[src/hdl/stsc_pkg.sv]
// ----------------------------------------------------------------------------
// stsc_pkg
// Shared types and constants for the servo turnout slew controller.
// ----------------------------------------------------------------------------
package stsc_pkg;

    localparam int unsigned ANGLE_W     = 8;
    localparam int unsigned DELAY_W     = 12;
    localparam int unsigned DEBOUNCE_W  = 8;
    localparam int unsigned STABLE_W    = 9;
    localparam int unsigned REMOTE_W    = 8;
    localparam int unsigned CMD_W       = 2;
    localparam int unsigned ROUTE_W     = 2;
    localparam int unsigned CFG_IDX_W   = 2;

    localparam int unsigned DEFAULT_ANGLE_C = 90;

    localparam logic [DELAY_W-1:0]    STEP_DELAY_RST  = 12'd20;
    localparam logic [DEBOUNCE_W-1:0] DEBOUNCE_RST    = 8'd50;
    localparam logic [DELAY_W-1:0]    MIN_STEP_DELAY  = 12'd5;
    localparam logic [DELAY_W-1:0]    STEP_MAX        = 12'd4095;
    localparam logic [STABLE_W-1:0]   STABLE_MAX      = 9'd511;
    localparam logic [REMOTE_W-1:0]   REMOTE_RST      = 8'h00;

    typedef enum logic [CMD_W-1:0] {
        CMD_TICK   = 2'd0,
        CMD_START  = 2'd1,
        CMD_REMOTE = 2'd2
    } t_cmd;

    typedef enum logic [CFG_IDX_W-1:0] {
        CFG_STRAIGHT  = 2'd0,
        CFG_DIVERGENT = 2'd1,
        CFG_STEP      = 2'd2,
        CFG_DEBOUNCE  = 2'd3
    } t_cfg_idx;

    localparam logic [ROUTE_W-1:0] ROUTE_MOVING    = 2'd0;
    localparam logic [ROUTE_W-1:0] ROUTE_STRAIGHT  = 2'd1;
    localparam logic [ROUTE_W-1:0] ROUTE_DIVERGENT = 2'd2;
    localparam logic [ROUTE_W-1:0] ROUTE_UNUSED    = 2'd3;

    typedef struct packed {
        logic [ANGLE_W-1:0]    straight_limit;
        logic [ANGLE_W-1:0]    divergent_limit;
        logic [DELAY_W-1:0]    step_delay;
        logic [DEBOUNCE_W-1:0] debounce_ms;
    } t_cfg;

    typedef struct packed {
        logic [ANGLE_W-1:0] servo_angle;
        logic               servo_active;
        logic [ROUTE_W-1:0] route_status;
        logic               remote_status_bit;
    } t_result;

endpackage

[src/hdl/stsc_cfg.sv]
// ----------------------------------------------------------------------------
// stsc_cfg
// Configuration register file: route limits, step delay, debounce time.
// ----------------------------------------------------------------------------
module stsc_cfg
    import stsc_pkg::*;
#(
    parameter int unsigned DEFAULT_ANGLE = DEFAULT_ANGLE_C
) (
    input  logic                 i_clk,
    input  logic                 i_rst_n,
    input  logic                 i_we,
    input  logic [CFG_IDX_W-1:0] i_index,
    input  logic [DELAY_W-1:0]   i_data,
    output t_cfg                 o_cfg
);

    t_cfg r_cfg;

    always_ff @(posedge i_clk) begin
        if (!i_rst_n) begin
            r_cfg.straight_limit  <= ANGLE_W'(DEFAULT_ANGLE);
            r_cfg.divergent_limit <= ANGLE_W'(DEFAULT_ANGLE);
            r_cfg.step_delay      <= STEP_DELAY_RST;
            r_cfg.debounce_ms     <= DEBOUNCE_RST;
        end else if (i_we) begin
            unique case (t_cfg_idx'(i_index))
                CFG_STRAIGHT:  r_cfg.straight_limit  <= i_data[ANGLE_W-1:0];
                CFG_DIVERGENT: r_cfg.divergent_limit <= i_data[ANGLE_W-1:0];
                CFG_STEP:      r_cfg.step_delay      <= i_data;
                CFG_DEBOUNCE:  r_cfg.debounce_ms     <= i_data[DEBOUNCE_W-1:0];
                default: ;
            endcase
        end
    end

    assign o_cfg = r_cfg;

endmodule

[src/hdl/stsc_core.sv]
// ----------------------------------------------------------------------------
// stsc_core
// Controller state and the combinational update for one item: debounce,
// target toggle, one-degree slew step and settle detection.
// ----------------------------------------------------------------------------
module stsc_core
    import stsc_pkg::*;
#(
    parameter int unsigned DEFAULT_ANGLE = DEFAULT_ANGLE_C
) (
    input  logic                i_clk,
    input  logic                i_rst_n,
    input  logic                i_adv,
    input  logic [CMD_W-1:0]    i_cmd,
    input  logic                i_button_level,
    input  logic [REMOTE_W-1:0] i_remote_byte,
    input  t_cfg                i_cfg,
    output t_result             o_result
);

    logic [ANGLE_W-1:0]  r_pos, n_pos;
    logic [ANGLE_W-1:0]  r_target, n_target;
    logic                r_moving, n_moving;
    logic                r_attached, n_attached;
    logic                r_remote_bit, n_remote_bit;
    logic [REMOTE_W-1:0] r_last_remote, n_last_remote;
    logic                r_prev_level, n_prev_level;
    logic                r_stable_level, n_stable_level;
    logic                r_press_seen, n_press_seen;
    logic [STABLE_W-1:0] r_stable_ticks, n_stable_ticks;
    logic [DELAY_W-1:0]  r_step_ticks, n_step_ticks;

    logic [ANGLE_W:0]    w_mid_sum;
    logic [DELAY_W-1:0]  w_eff_delay;
    logic                w_toggle;

    assign w_mid_sum   = {1'b0, i_cfg.straight_limit} + {1'b0, i_cfg.divergent_limit};
    assign w_eff_delay = (i_cfg.step_delay < MIN_STEP_DELAY) ? MIN_STEP_DELAY
                                                             : i_cfg.step_delay;

    always_comb begin
        n_pos          = r_pos;
        n_target       = r_target;
        n_moving       = r_moving;
        n_attached     = r_attached;
        n_remote_bit   = r_remote_bit;
        n_last_remote  = r_last_remote;
        n_prev_level   = r_prev_level;
        n_stable_level = r_stable_level;
        n_press_seen   = r_press_seen;
        n_stable_ticks = r_stable_ticks;
        n_step_ticks   = r_step_ticks;
        w_toggle       = 1'b0;

        unique case (t_cmd'(i_cmd))
            CMD_TICK: begin
                if (i_button_level != r_prev_level) begin
                    n_stable_ticks = '0;
                end else if (r_stable_ticks != STABLE_MAX) begin
                    n_stable_ticks = r_stable_ticks + 9'd1;
                end
                n_prev_level = i_button_level;
                if ((n_stable_ticks > {1'b0, i_cfg.debounce_ms}) &&
                    (i_button_level != r_stable_level)) begin
                    n_stable_level = i_button_level;
                    if (!i_button_level) begin
                        n_press_seen = 1'b1;
                    end else if (r_press_seen) begin
                        w_toggle     = 1'b1;
                        n_press_seen = 1'b0;
                    end
                end
            end
            CMD_START: begin
                n_attached   = 1'b1;
                n_target     = i_cfg.straight_limit;
                n_pos        = w_mid_sum[ANGLE_W:1];
                n_step_ticks = '0;
            end
            CMD_REMOTE: begin
                if (i_remote_byte != r_last_remote) begin
                    w_toggle      = 1'b1;
                    n_last_remote = i_remote_byte;
                end
            end
            default: ;
        endcase

        // toggle looks at the position before any slew step of this tick
        if (w_toggle) begin
            n_attached = 1'b1;
            n_moving   = 1'b1;
            if (r_pos == i_cfg.straight_limit) begin
                n_target = i_cfg.divergent_limit;
            end else if (r_pos == i_cfg.divergent_limit) begin
                n_target = i_cfg.straight_limit;
            end
        end

        if (t_cmd'(i_cmd) == CMD_TICK) begin
            if (r_step_ticks != STEP_MAX) begin
                n_step_ticks = r_step_ticks + 12'd1;
            end
            if (n_step_ticks >= w_eff_delay) begin
                n_step_ticks = '0;
                if (r_pos < n_target) begin
                    n_pos = r_pos + 8'd1;
                end else if (r_pos > n_target) begin
                    n_pos = r_pos - 8'd1;
                end
            end
            if (n_pos == n_target) begin
                n_attached = 1'b0;
                n_moving   = 1'b0;
                if (n_pos == i_cfg.straight_limit) begin
                    n_remote_bit = 1'b0;
                end else if (n_pos == i_cfg.divergent_limit) begin
                    n_remote_bit = 1'b1;
                end
            end
        end

        o_result.servo_angle       = n_pos;
        o_result.servo_active      = n_attached;
        o_result.remote_status_bit = n_remote_bit;
        if (n_moving) begin
            o_result.route_status = ROUTE_MOVING;
        end else if (n_pos == i_cfg.straight_limit) begin
            o_result.route_status = ROUTE_STRAIGHT;
        end else begin
            o_result.route_status = ROUTE_DIVERGENT;
        end
    end

    always_ff @(posedge i_clk) begin
        if (!i_rst_n) begin
            r_pos          <= ANGLE_W'(DEFAULT_ANGLE);
            r_target       <= ANGLE_W'(DEFAULT_ANGLE);
            r_moving       <= 1'b0;
            r_attached     <= 1'b0;
            r_remote_bit   <= 1'b0;
            r_last_remote  <= REMOTE_RST;
            r_prev_level   <= 1'b1;
            r_stable_level <= 1'b1;
            r_press_seen   <= 1'b0;
            r_stable_ticks <= '0;
            r_step_ticks   <= '0;
        end else if (i_adv) begin
            r_pos          <= n_pos;
            r_target       <= n_target;
            r_moving       <= n_moving;
            r_attached     <= n_attached;
            r_remote_bit   <= n_remote_bit;
            r_last_remote  <= n_last_remote;
            r_prev_level   <= n_prev_level;
            r_stable_level <= n_stable_level;
            r_press_seen   <= n_press_seen;
            r_stable_ticks <= n_stable_ticks;
            r_step_ticks   <= n_step_ticks;
        end
    end

    // a move always runs with the drive attached
    a_moving_attached: assert property (@(posedge i_clk) disable iff (!i_rst_n)
        r_moving |-> r_attached)
        else $error("moving with drive detached");

    // a press is only pending while the accepted level is low
    a_press_low: assert property (@(posedge i_clk) disable iff (!i_rst_n)
        r_press_seen |-> !r_stable_level)
        else $error("press pending with released level");

    // the position changes by at most one degree per tick
    a_one_degree: assert property (@(posedge i_clk) disable iff (!i_rst_n)
        (i_adv && (t_cmd'(i_cmd) == CMD_TICK)) |=>
            ((r_pos == $past(r_pos)) || (r_pos == $past(r_pos) + 8'd1) ||
             (r_pos == $past(r_pos) - 8'd1)))
        else $error("slew step larger than one degree");

endmodule

[src/hdl/servo_turnout_slew_controller.sv]
// ----------------------------------------------------------------------------
// servo_turnout_slew_controller
// Two-position servo slew controller with button debounce and remote toggle.
// ----------------------------------------------------------------------------
// Every accepted item produces exactly one result item. The block takes one
// item per clock while the output is not stalled: the item is registered, the
// whole state update (debounce, toggle, slew step, settle) is done in one
// combinational pass of the core, and the result is registered. A full output
// register does not block input while the result is being taken in the same
// cycle. The configuration port is always ready and writes take effect on the
// next item.
module servo_turnout_slew_controller
    import stsc_pkg::*;
#(
    parameter int unsigned DEFAULT_ANGLE = DEFAULT_ANGLE_C
) (
    input  logic                 i_clk,
    input  logic                 i_rst_n,
    // input item channel
    input  logic                 i_in_valid,
    output logic                 o_in_stall,
    input  logic [CMD_W-1:0]     i_cmd,
    input  logic                 i_button_level,
    input  logic [REMOTE_W-1:0]  i_remote_byte,
    // result item channel
    output logic                 o_out_valid,
    input  logic                 i_out_stall,
    output logic [ANGLE_W-1:0]   o_servo_angle,
    output logic                 o_servo_active,
    output logic [ROUTE_W-1:0]   o_route_status,
    output logic                 o_remote_status_bit,
    // configuration write channel
    input  logic                 i_cfg_valid,
    output logic                 o_cfg_ready,
    input  logic [CFG_IDX_W-1:0] i_cfg_index,
    input  logic [DELAY_W-1:0]   i_cfg_data
);

    logic                r_in_valid;
    logic [CMD_W-1:0]    r_cmd;
    logic                r_button_level;
    logic [REMOTE_W-1:0] r_remote_byte;
    logic                r_out_valid;
    t_result             r_result;

    t_cfg                w_cfg;
    t_result             w_result;
    logic                w_out_free;
    logic                w_adv;

    assign o_cfg_ready = 1'b1;

    assign w_out_free = !r_out_valid || !i_out_stall;
    assign w_adv      = r_in_valid && w_out_free;
    assign o_in_stall = r_in_valid && !w_out_free;

    stsc_cfg #(
        .DEFAULT_ANGLE (DEFAULT_ANGLE)
    ) u_cfg (
        .i_clk   (i_clk),
        .i_rst_n (i_rst_n),
        .i_we    (i_cfg_valid && o_cfg_ready),
        .i_index (i_cfg_index),
        .i_data  (i_cfg_data),
        .o_cfg   (w_cfg)
    );

    stsc_core #(
        .DEFAULT_ANGLE (DEFAULT_ANGLE)
    ) u_core (
        .i_clk          (i_clk),
        .i_rst_n        (i_rst_n),
        .i_adv          (w_adv),
        .i_cmd          (r_cmd),
        .i_button_level (r_button_level),
        .i_remote_byte  (r_remote_byte),
        .i_cfg          (w_cfg),
        .o_result       (w_result)
    );

    // input register
    always_ff @(posedge i_clk) begin
        if (!i_rst_n) begin
            r_in_valid <= 1'b0;
        end else if (!o_in_stall) begin
            r_in_valid <= i_in_valid;
        end
    end

    always_ff @(posedge i_clk) begin
        if (!o_in_stall && i_in_valid) begin
            r_cmd          <= i_cmd;
            r_button_level <= i_button_level;
            r_remote_byte  <= i_remote_byte;
        end
    end

    // result register
    always_ff @(posedge i_clk) begin
        if (!i_rst_n) begin
            r_out_valid <= 1'b0;
        end else if (w_adv) begin
            r_out_valid <= 1'b1;
        end else if (!i_out_stall) begin
            r_out_valid <= 1'b0;
        end
    end

    always_ff @(posedge i_clk) begin
        if (w_adv) begin
            r_result <= w_result;
        end
    end

    assign o_out_valid         = r_out_valid;
    assign o_servo_angle       = r_result.servo_angle;
    assign o_servo_active      = r_result.servo_active;
    assign o_route_status      = r_result.route_status;
    assign o_remote_status_bit = r_result.remote_status_bit;

    // a held item must never be overwritten by the input side
    a_hold_item: assert property (@(posedge i_clk) disable iff (!i_rst_n)
        (r_in_valid && !w_adv) |-> o_in_stall)
        else $error("pending item lost");

    // an item that leaves the input register lands in the result register
    a_adv_result: assert property (@(posedge i_clk) disable iff (!i_rst_n)
        w_adv |=> r_out_valid)
        else $error("result dropped after update");

    // route code is never the unused value
    a_route_code: assert property (@(posedge i_clk) disable iff (!i_rst_n)
        r_out_valid |-> (o_route_status != ROUTE_UNUSED))
        else $error("invalid route status");

    // a result that reports moving has the drive attached
    a_moving_active: assert property (@(posedge i_clk) disable iff (!i_rst_n)
        (r_out_valid && (o_route_status == ROUTE_MOVING)) |-> o_servo_active)
        else $error("moving reported with drive detached");

endmodule
[config.mk]
export PLATFORM = sky130hd
export DESIGN_NAME = servo_turnout_slew_controller
export DESIGN_NICKNAME = d
export VERILOG_FILES = /design/src/hdl/stsc_pkg.sv /design/src/hdl/stsc_cfg.sv /design/src/hdl/stsc_core.sv /design/src/hdl/servo_turnout_slew_controller.sv
export SDC_FILE = /design/constraint.sdc
export NUM_CORES = 1
export LEC_CHECK = 0
export ABC_AREA = 1
export BUFFER_PORTS_ARGS = -buffer_cell sky130_fd_sc_hd__clkbuf_2
export CAP_MARGIN = 20
export CORE_ASPECT_RATIO = 1.75
export CORE_MARGIN = 2
export CORE_UTILIZATION = 45
export DETAILED_ROUTE_END_ITERATION = 16
export GPL_TIMING_DRIVEN = 0
export PLACE_DENSITY = 0.66
export RECOVER_POWER = 100
export SLEW_MARGIN = 20
export SYNTH_ARGS = -nofsm -noshare
export SYNTH_HDL_FRONTEND = slang
export SYNTH_SLANG_ARGS = --single-unit
[constraint.sdc]
create_clock -name i_clk -period 12.2 [get_ports i_clk]
set_input_delay 1.22 -clock i_clk [delete_from_list [all_inputs] [get_ports i_clk]]
set_output_delay 1.22 -clock i_clk [all_outputs]
set_load 0.05 [all_outputs]
==> metrics.yaml, run 1 <==
outcome:
  status: "finished, final reports clean"
synthesis:
  synth_top_area_share_pct: 24.0
  synth_area_leaders: "dfxtp_1 24%, nand2_1 11%, edfxtp_1 9.3%"
  netlist_instances: 1050
  synthFlopType: "dfxtp_1"
  syn-num-nets: 1118
  yosys_warnings: 0
  synth_area_mm2: 0.00741
  yosys.area.top_type: "dfxtp_1"
  yosysSeqAreaShare_pct: 33.4
  ys_types: 50
  synth-async-reset-ratio_pct: 0
  syn_area_per_cell_um2: 7.06
  synth_edf_count: 23
  synth-seq-cells: 112
timing:
  worstMarginPinSlew_ps: 1300
  rsz0062_at_grt: "no"
  period_needed_ps: 8050
  finalCritPeriodShare_pct: 66.0
  final.setup.worst_slack_ps: 4150
  hold_viol: 0
  max_slew_margin_pct: 12.8
  max_freq_mhz: 124
  finalSetupTns_ps: 0
  drv_slew: 0
  setup_violations: 0
  finClkSkew_ps: 21.0
finish:
  syn2layout_area_growth_pct: 8.34
  nNetsFinal: 1172
  antenna_cells: 0
  final_common_cell: "nand2_1"
  drive_gt1_share_pct: 7.94
  final_cell_mix: "224 x nand2_1, 142 x inv_1, 104 x o21ai_0, 90 x a21oi_1, 89 x dfxtp_1"
  final_cell_area_mm2: 0.00803
grt:
  grt_max_degree: 22
  grtUsageTotal_pct: 25.2
  antenna_found_initial: 0
  overflow: 0
  grt_pass1_wl_um: 33900
  grt_pass1_vias: 6710
clock_tree:
  htree_levels: 3
  cts_root_buf: "clkbuf_16"
  cts_buffers: 9
  worstSkewPairLatency_ps: 360
  ctsHoldBuffers: 0
  cts-resized-gates: 0
  cts_tree: "built"
  cts_buffer_depth: 2
  path_clk_slew_ps: 80
  cts_sinks: 112
  cts_setup_buffers: 0
worst_setup_path:
  slowest_delay_ps: 1000
  crit_path_end_kind: "flip-flop"
  crit_fanout: 10
  crit_type: "flip-flop to flip-flop"
  critical-path-top-delay-family: "simple AND/OR/NAND/NOR gates"
  startpoint_type: "flip-flop"
  worstPathArrival_ps: 8150
  cp_data_required_time_ps: 12310
  cp_slowest_cell: "a211oi_1"
  cp_common_cell: "nand2_1"
  path_buf_inv: 6
placement:
  placed_area_mm2: 0.00787
  portBuffers: 43
  pre_cts_slack_ps: 5530
  dp.final_hpwl_um: 17300
  gp_congestion: 0.977
floorplan:
  start_util_pct: 45.5
  dieHeight_um: 174
  io_pins: 45
  rows: 62
  die-width_um: 101
  die_area_mm2: 0.0175
  core_area_mm2: 0.0163
power:
  leakage_nw: 3.72
  combPwrFrac_pct: 25.9
  power_density_mw_per_mm2: 120
  netSwitchingPower_w: 0.000333
  p_sw_share_pct: 34.6
  p_int_w: 0.000630
  p_total_w: 0.000963
  seq_power_share_pct: 42.9
  clkPwrFrac_pct: 31.2
  vdd_drop_max_mv: 0.0925
route:
  antenna_left: 0
  wl_per_cell_um: 16.6
  routed-via-count: 7007
  wl_um: 21700
  drc: 0
  first_pass_iters: 5
  via_per_inst: 5.39
  drtIter0Drc: 297
job:
  cap_violations: 0
worst_hold_path:
  hold_path_class: "flip-flop to flip-flop"
## routing by layer
layer	GRT usage, %	share of wire (%)	vias to the layer above
met5	0	0	-
met4	17.5	7.7	0
met3	2.66	3.7	81
met2	46.5	52	197
met1	25.6	36	3176
li1	-	-	3553
## synth_stat cells, types with 9 or more instances
library cell  number
inv_1            142
dfxtp_1           89
nand2_2           11
o21ai_0           98
edfxtp_1          23
nand3_1           56
nand2_1          211
nand2_4           12
ha_1              37
clkbuf_1          23
o211ai_1          22
o21ai_1            9
a21oi_1           89
nor3_1            14
nor2_1            73
nand4_1           15
xor2_1            47
inv_2             11
## power by group through the flow
stage | logic [W] | registers, W | clock network (W)
after floorplan | 0.000178 | 0.000426 | 0
after global placement | 0.000251 | 0.000421 | 0
after detailed placement | 0.000254 | 0.000422 | 0
after CTS | 0.000255 | 0.000413 | 0.000303
after global routing | 0.000278 | 0.000416 | 0.000319
final | 0.000249 | 0.000413 | 0.000300
## cell type report
class,count,area [µm²]
clock buffer,11,254
tap,192,240
inverter,156,586
multi-input combinational,750,4090
buffer,32,149
clock inverter,5,40.0
sequential,112,2470
timing repair buffer,43,194
fill,1692,8260
## worst register-to-register path: cells and delay by family (launching register included)
family	cells	cell delay [ps]
and+or+nand+nor	29	3810
buffers and inverters	6	800
adders and majority gates	3	850
AOI/OAI and AO/OA	5	1730
DFF	1	360
xor gates and xnor gates	1	260
## state kept, by name, indices dropped and copies added (netlist names), 2 cells and up
| register | cells |
|---|---|
| u_cfg.o_cfg | 36 |
| u_core.r_pos | 8 |
| u_core.r_step_ticks | 12 |
| u_core.r_last_remote | 8 |
| u_core.r_stable_ticks | 9 |
| o_servo_angle | 8 |
| u_core.r_target | 8 |
| r_cmd | 2 |
| r_remote_byte | 8 |
| o_route_status | 2 |
## worst paths after layout
kind,to,from,slack (ps),depth (start not counted)
worst max-delay path,o_route_status[1],u_core.r_stable_ticks[0],4150,44
worst min-delay path,u_core.r_press_seen,u_core.r_press_seen,440,2
worst max register to register,o_route_status[1],u_core.r_stable_ticks[0],4150,44
worst min register to register,u_core.r_press_seen,u_core.r_press_seen,440,2
## kinds of logic after synthesis
| kind of cell | synth area share, % |
|---|---|
| AOI/OAI and AO/OA | 17.5 |
| xor gates and xnor gates | 6.50 |
| adders and majority gates | 6.52 |
| buffers and inverters | 9.93 |
| DFF | 33.4 |
| other | 0.0506 |
| and+or+nand+nor | 26.1 |
## metrics by stage
step                instances  hold slack (ps)  util, %
floorplan                1050              421        -
global placement         1285              434     48.3
detailed placement       1285              438     48.3
CTS                      1301              448     50.1
global route             1301              481     49.3
finish                   1301              444     49.3
No activity file was read; power rests on OpenSTA's default activity.
==> inputs of run 2 (changes only) <==
Settings changed: ABC_AREA 1 to 0.
Clock period 12.2 ns to 7.5 ns, I/O delays scaled along.
==> run 2 against run 1 <==
Compared with the run above: clock skew decreased by 4.9 ps; clock power increased by 55%; wire length increased by 9.1%; combinational power increased by 53%; hold slack improved by 14 ps; synthesized area increased by 1.2%; flip-flop and latch count unchanged; first-iteration DRC count increased by 32%; cell count decreased by 6.9%; non-clock buffer count increased by 21; sequential share of layout area decreased by 1.2 points; global-route usage increased by 2.1 points; highest routed layer unchanged.
==> metrics.yaml, run 2 <==
outcome:
  status: "finished, final reports clean"
grt:
  antenna_found_initial: 0  # unchanged
  grt_max_degree: 22  # unchanged
  overflow: 0  # unchanged
  grtUsageTotal_pct: 27.3  # +2.1 points
  grt_pass1_vias: 6928  # +3.2%
  grt_pass1_wl_um: 36700  # +8.3%
timing:
  finClkSkew_ps: 16.1  # -4.91 ps
  finalCritPeriodShare_pct: 94.5  # +29 points
  rsz0062_at_grt: "no"
  period_needed_ps: 7090  # -959 ps
  setup_violations: 0  # unchanged
  max_slew_margin_pct: 11.1  # -1.6 points
  drv_slew: 0  # unchanged
  max_freq_mhz: 141  # +14%
  worstMarginPinSlew_ps: 1330  # +32.5 ps
  hold_viol: 0  # unchanged
synthesis:
  synth-seq-cells: 112  # unchanged
  synthFlopType: "dfxtp_1"
  netlist_top_cells_count: "133 x nand2_1, 89 x dfxtp_1, 83 x nor2_1"
  yosys_warnings: 0  # unchanged
  yosysSeqAreaShare_pct: 33.0  # -0.38 points
  syn-num-nets: 994  # -11%
  netlist_instances: 926  # -12%
  synth-async-reset-ratio_pct: 0  # unchanged
  ys_types: 84  # +68%
  yosys.area.top_type: "dfxtp_1"
  synth_area_mm2: 0.00750  # +1.2%
  synth_top_area_share_pct: 23.8  # -0.28 points
  synth_edf_count: 23  # unchanged
  yosysMostFrequentCell: "nand2_1"
  synth_area_leaders: "dfxtp_1 24%, edfxtp_1 9.2%, nand2_1 6.7%"
  syn_area_per_cell_um2: 8.09  # +15%
clock_tree:
  path_clk_slew_ps: 80  # about the same
  ctsHoldBuffers: 0  # unchanged
  htree_levels: 3  # unchanged
  cts_root_buf: "clkbuf_16"
  worstSkewPairLatency_ps: 370  # about the same
  cts_sinks: 112  # unchanged
  cts_tree: "built"
  cts_buffers: 9  # unchanged
  cts_buffer_depth: 2  # unchanged
worst_setup_path:
  crit_fanout: 10  # unchanged
  cp_common_cell: "clkbuf_1"
  cp_data_required_time_ps: 7630  # -4680 ps
  critical-path-top-delay-family: "buffers and inverters"
  startpoint_type: "flip-flop"
  slowest_delay_ps: 840  # -160 ps
  path_buf_inv: 5  # -1
  crit_chain: "buf_2, nand2b_1, clkbuf_1, clkbuf_1, clkbuf_1, nand4_1, nand2_1, o21ai_0, ha_1, nand2b_1, a21o_1, a21oi_1, o21ai_0, a221oi_1, o21ai_1, clkbuf_1, a21oi_1, a41oi_1, nand3_1, xnor2_1, nand3_1, nor4_1, and4_1, nor2_1"
  crit_type: "flip-flop to flip-flop"
  cp_slowest_cell: "o21ai_1"
  worstPathArrival_ps: 7220  # -930 ps
  crit_path_end_kind: "flip-flop"
finish:
  final_cell_mix: "132 x nand2_1, 89 x dfxtp_1, 82 x nor2_1, 76 x a21oi_1, 61 x clkbuf_1"
  syn2layout_area_growth_pct: 11.6
  largest_reg_flops: 36  # unchanged
  final_cell_area_mm2: 0.00837  # +4.2%
  drive_gt1_share_pct: 9.42  # +1.5 points
  antenna_cells: 0  # unchanged
  final_common_cell: "nand2_1"
  n_fill_cell: 1681  # -0.65%
  nNetsFinal: 1050  # -10%
placement:
  gp_congestion: 0.974  # -0.31%
  placed_area_mm2: 0.00799  # +1.5%
  portBuffers: 42  # -2.3%
  dp.final_hpwl_um: 18700  # +8.1%
floorplan:
  start_util_pct: 45.8  # +0.31 points
  io_pins: 45  # unchanged
  die-width_um: 102  # +0.56%
  dieHeight_um: 175  # +0.57%
  core_area_mm2: 0.0164  # +0.48%
  rows: 62  # unchanged
  die_area_mm2: 0.0177  # +1.1%
route:
  routed-via-count: 7006  # -0.014%
  wl_per_cell_um: 19.5  # +17%
  drc: 0  # unchanged
  first_pass_iters: 5  # unchanged
  drtIter0Drc: 391  # +32%
  wl_um: 23600  # +9.1%
  via_per_inst: 5.79  # +7.4%
  antenna_left: 0  # unchanged
job:
  cap_violations: 0  # unchanged
power:
  power_density_mw_per_mm2: 179  # +50%
  p_total_w: 0.00150  # +56%
  leakage_nw: 3.22  # -13%
  vdd_drop_max_mv: 0.148  # +60%
worst_hold_path:
  hold_path_class: "flip-flop to flip-flop"
run 2: final cells by class:
class	instances	area, µm²	area share, %
Timing Repair Buffer	46	219	2.62
Sequential cell	112	2470	29.5
Multi-Input combinational cell	722	4750	56.8
Clock inverter	7	52.6	0.628
Buffer	50	209	2.50
Inverter	41	154	1.84
Clock buffer	9	225	2.69
Tap cell	224	280	3.35
run 2: final timing paths:
check                                     endpoint                from  slack, ps  depth (start not counted)
worst max-delay path             o_route_status[1]            r_cmd[1]        410                         24
worst min-delay path            u_core.r_target[5]  u_core.r_target[5]        460                          2
worst max register to register   o_route_status[1]            r_cmd[1]        410                         24
worst min register to register  u_core.r_target[5]  u_core.r_target[5]        460                          2
run 2: cell families (layout without fill, tap and decap cells):
| kind of cell | after synthesis | count (layout) | synth area share, % |
|---|---|---|---|
| multiplexers | 31 | 31 | 4.24 |
| other | 1 | 1 | 0.0500 |
| XOR/XNOR | 69 | 69 | 8.06 |
| flip-flops | 112 | 112 | 33.0 |
| AND/OR/NAND/NOR | 344 | 344 | 21.5 |
| buffers and inverters | 92 | 153 | 4.81 |
| adder cells (fa/ha/maj) | 40 | 40 | 6.73 |
| AO/OA/AOI/OAI | 237 | 237 | 21.7 |
run 2: power breakdown:
part	total (W)	switching [W]	internal (W)
sequential	0.000653	0.0000158	0.000637
clock	0.000466	0.000237	0.000229
combinational	0.000382	0.000255	0.000127
run 2: per-layer routing:
layer / wire length, µm / vias up / global-route usage, % / share of wire [%]
met5: 0 / - / 0 / 0
met4: 2390 / 0 / 23.1 / 10
met1: 8490 / 3258 / 28.3 / 36
li1: - / 3422 / - / -
met2: 12000 / 224 / 48.1 / 51
met3: 708 / 102 / 2.24 / 3.0
run 2: metrics by stage:
step	util (%)	hold WS [ps]	setup WS [ps]	std cells	setup TNS, ps
after floorplan	-	436	976	926	0
after global placement	48.8	443	-682	1192	-3320
after detailed placement	48.8	447	-707	1192	-3500
after CTS	50.8	456	15.6	1210	0
after global routing	51.1	489	19.3	1211	0
final	51.1	458	410	1211	0
run 2: tightest hold or removal path: cells and delay by family, from the launching register on:
| kind | cells | cell delay (ps) |
|---|---|---|
| compound gates | 1 | 50 |
| flops | 1 | 310 |
| simple gates | 1 | 50 |
run 2: timing repair:
action                                  4_1_cts  5_1_grt
resized for setup                             8       17
pin swaps                                     2        3
endpoints found under the setup margin        7        7
buffers inserted                              2        2
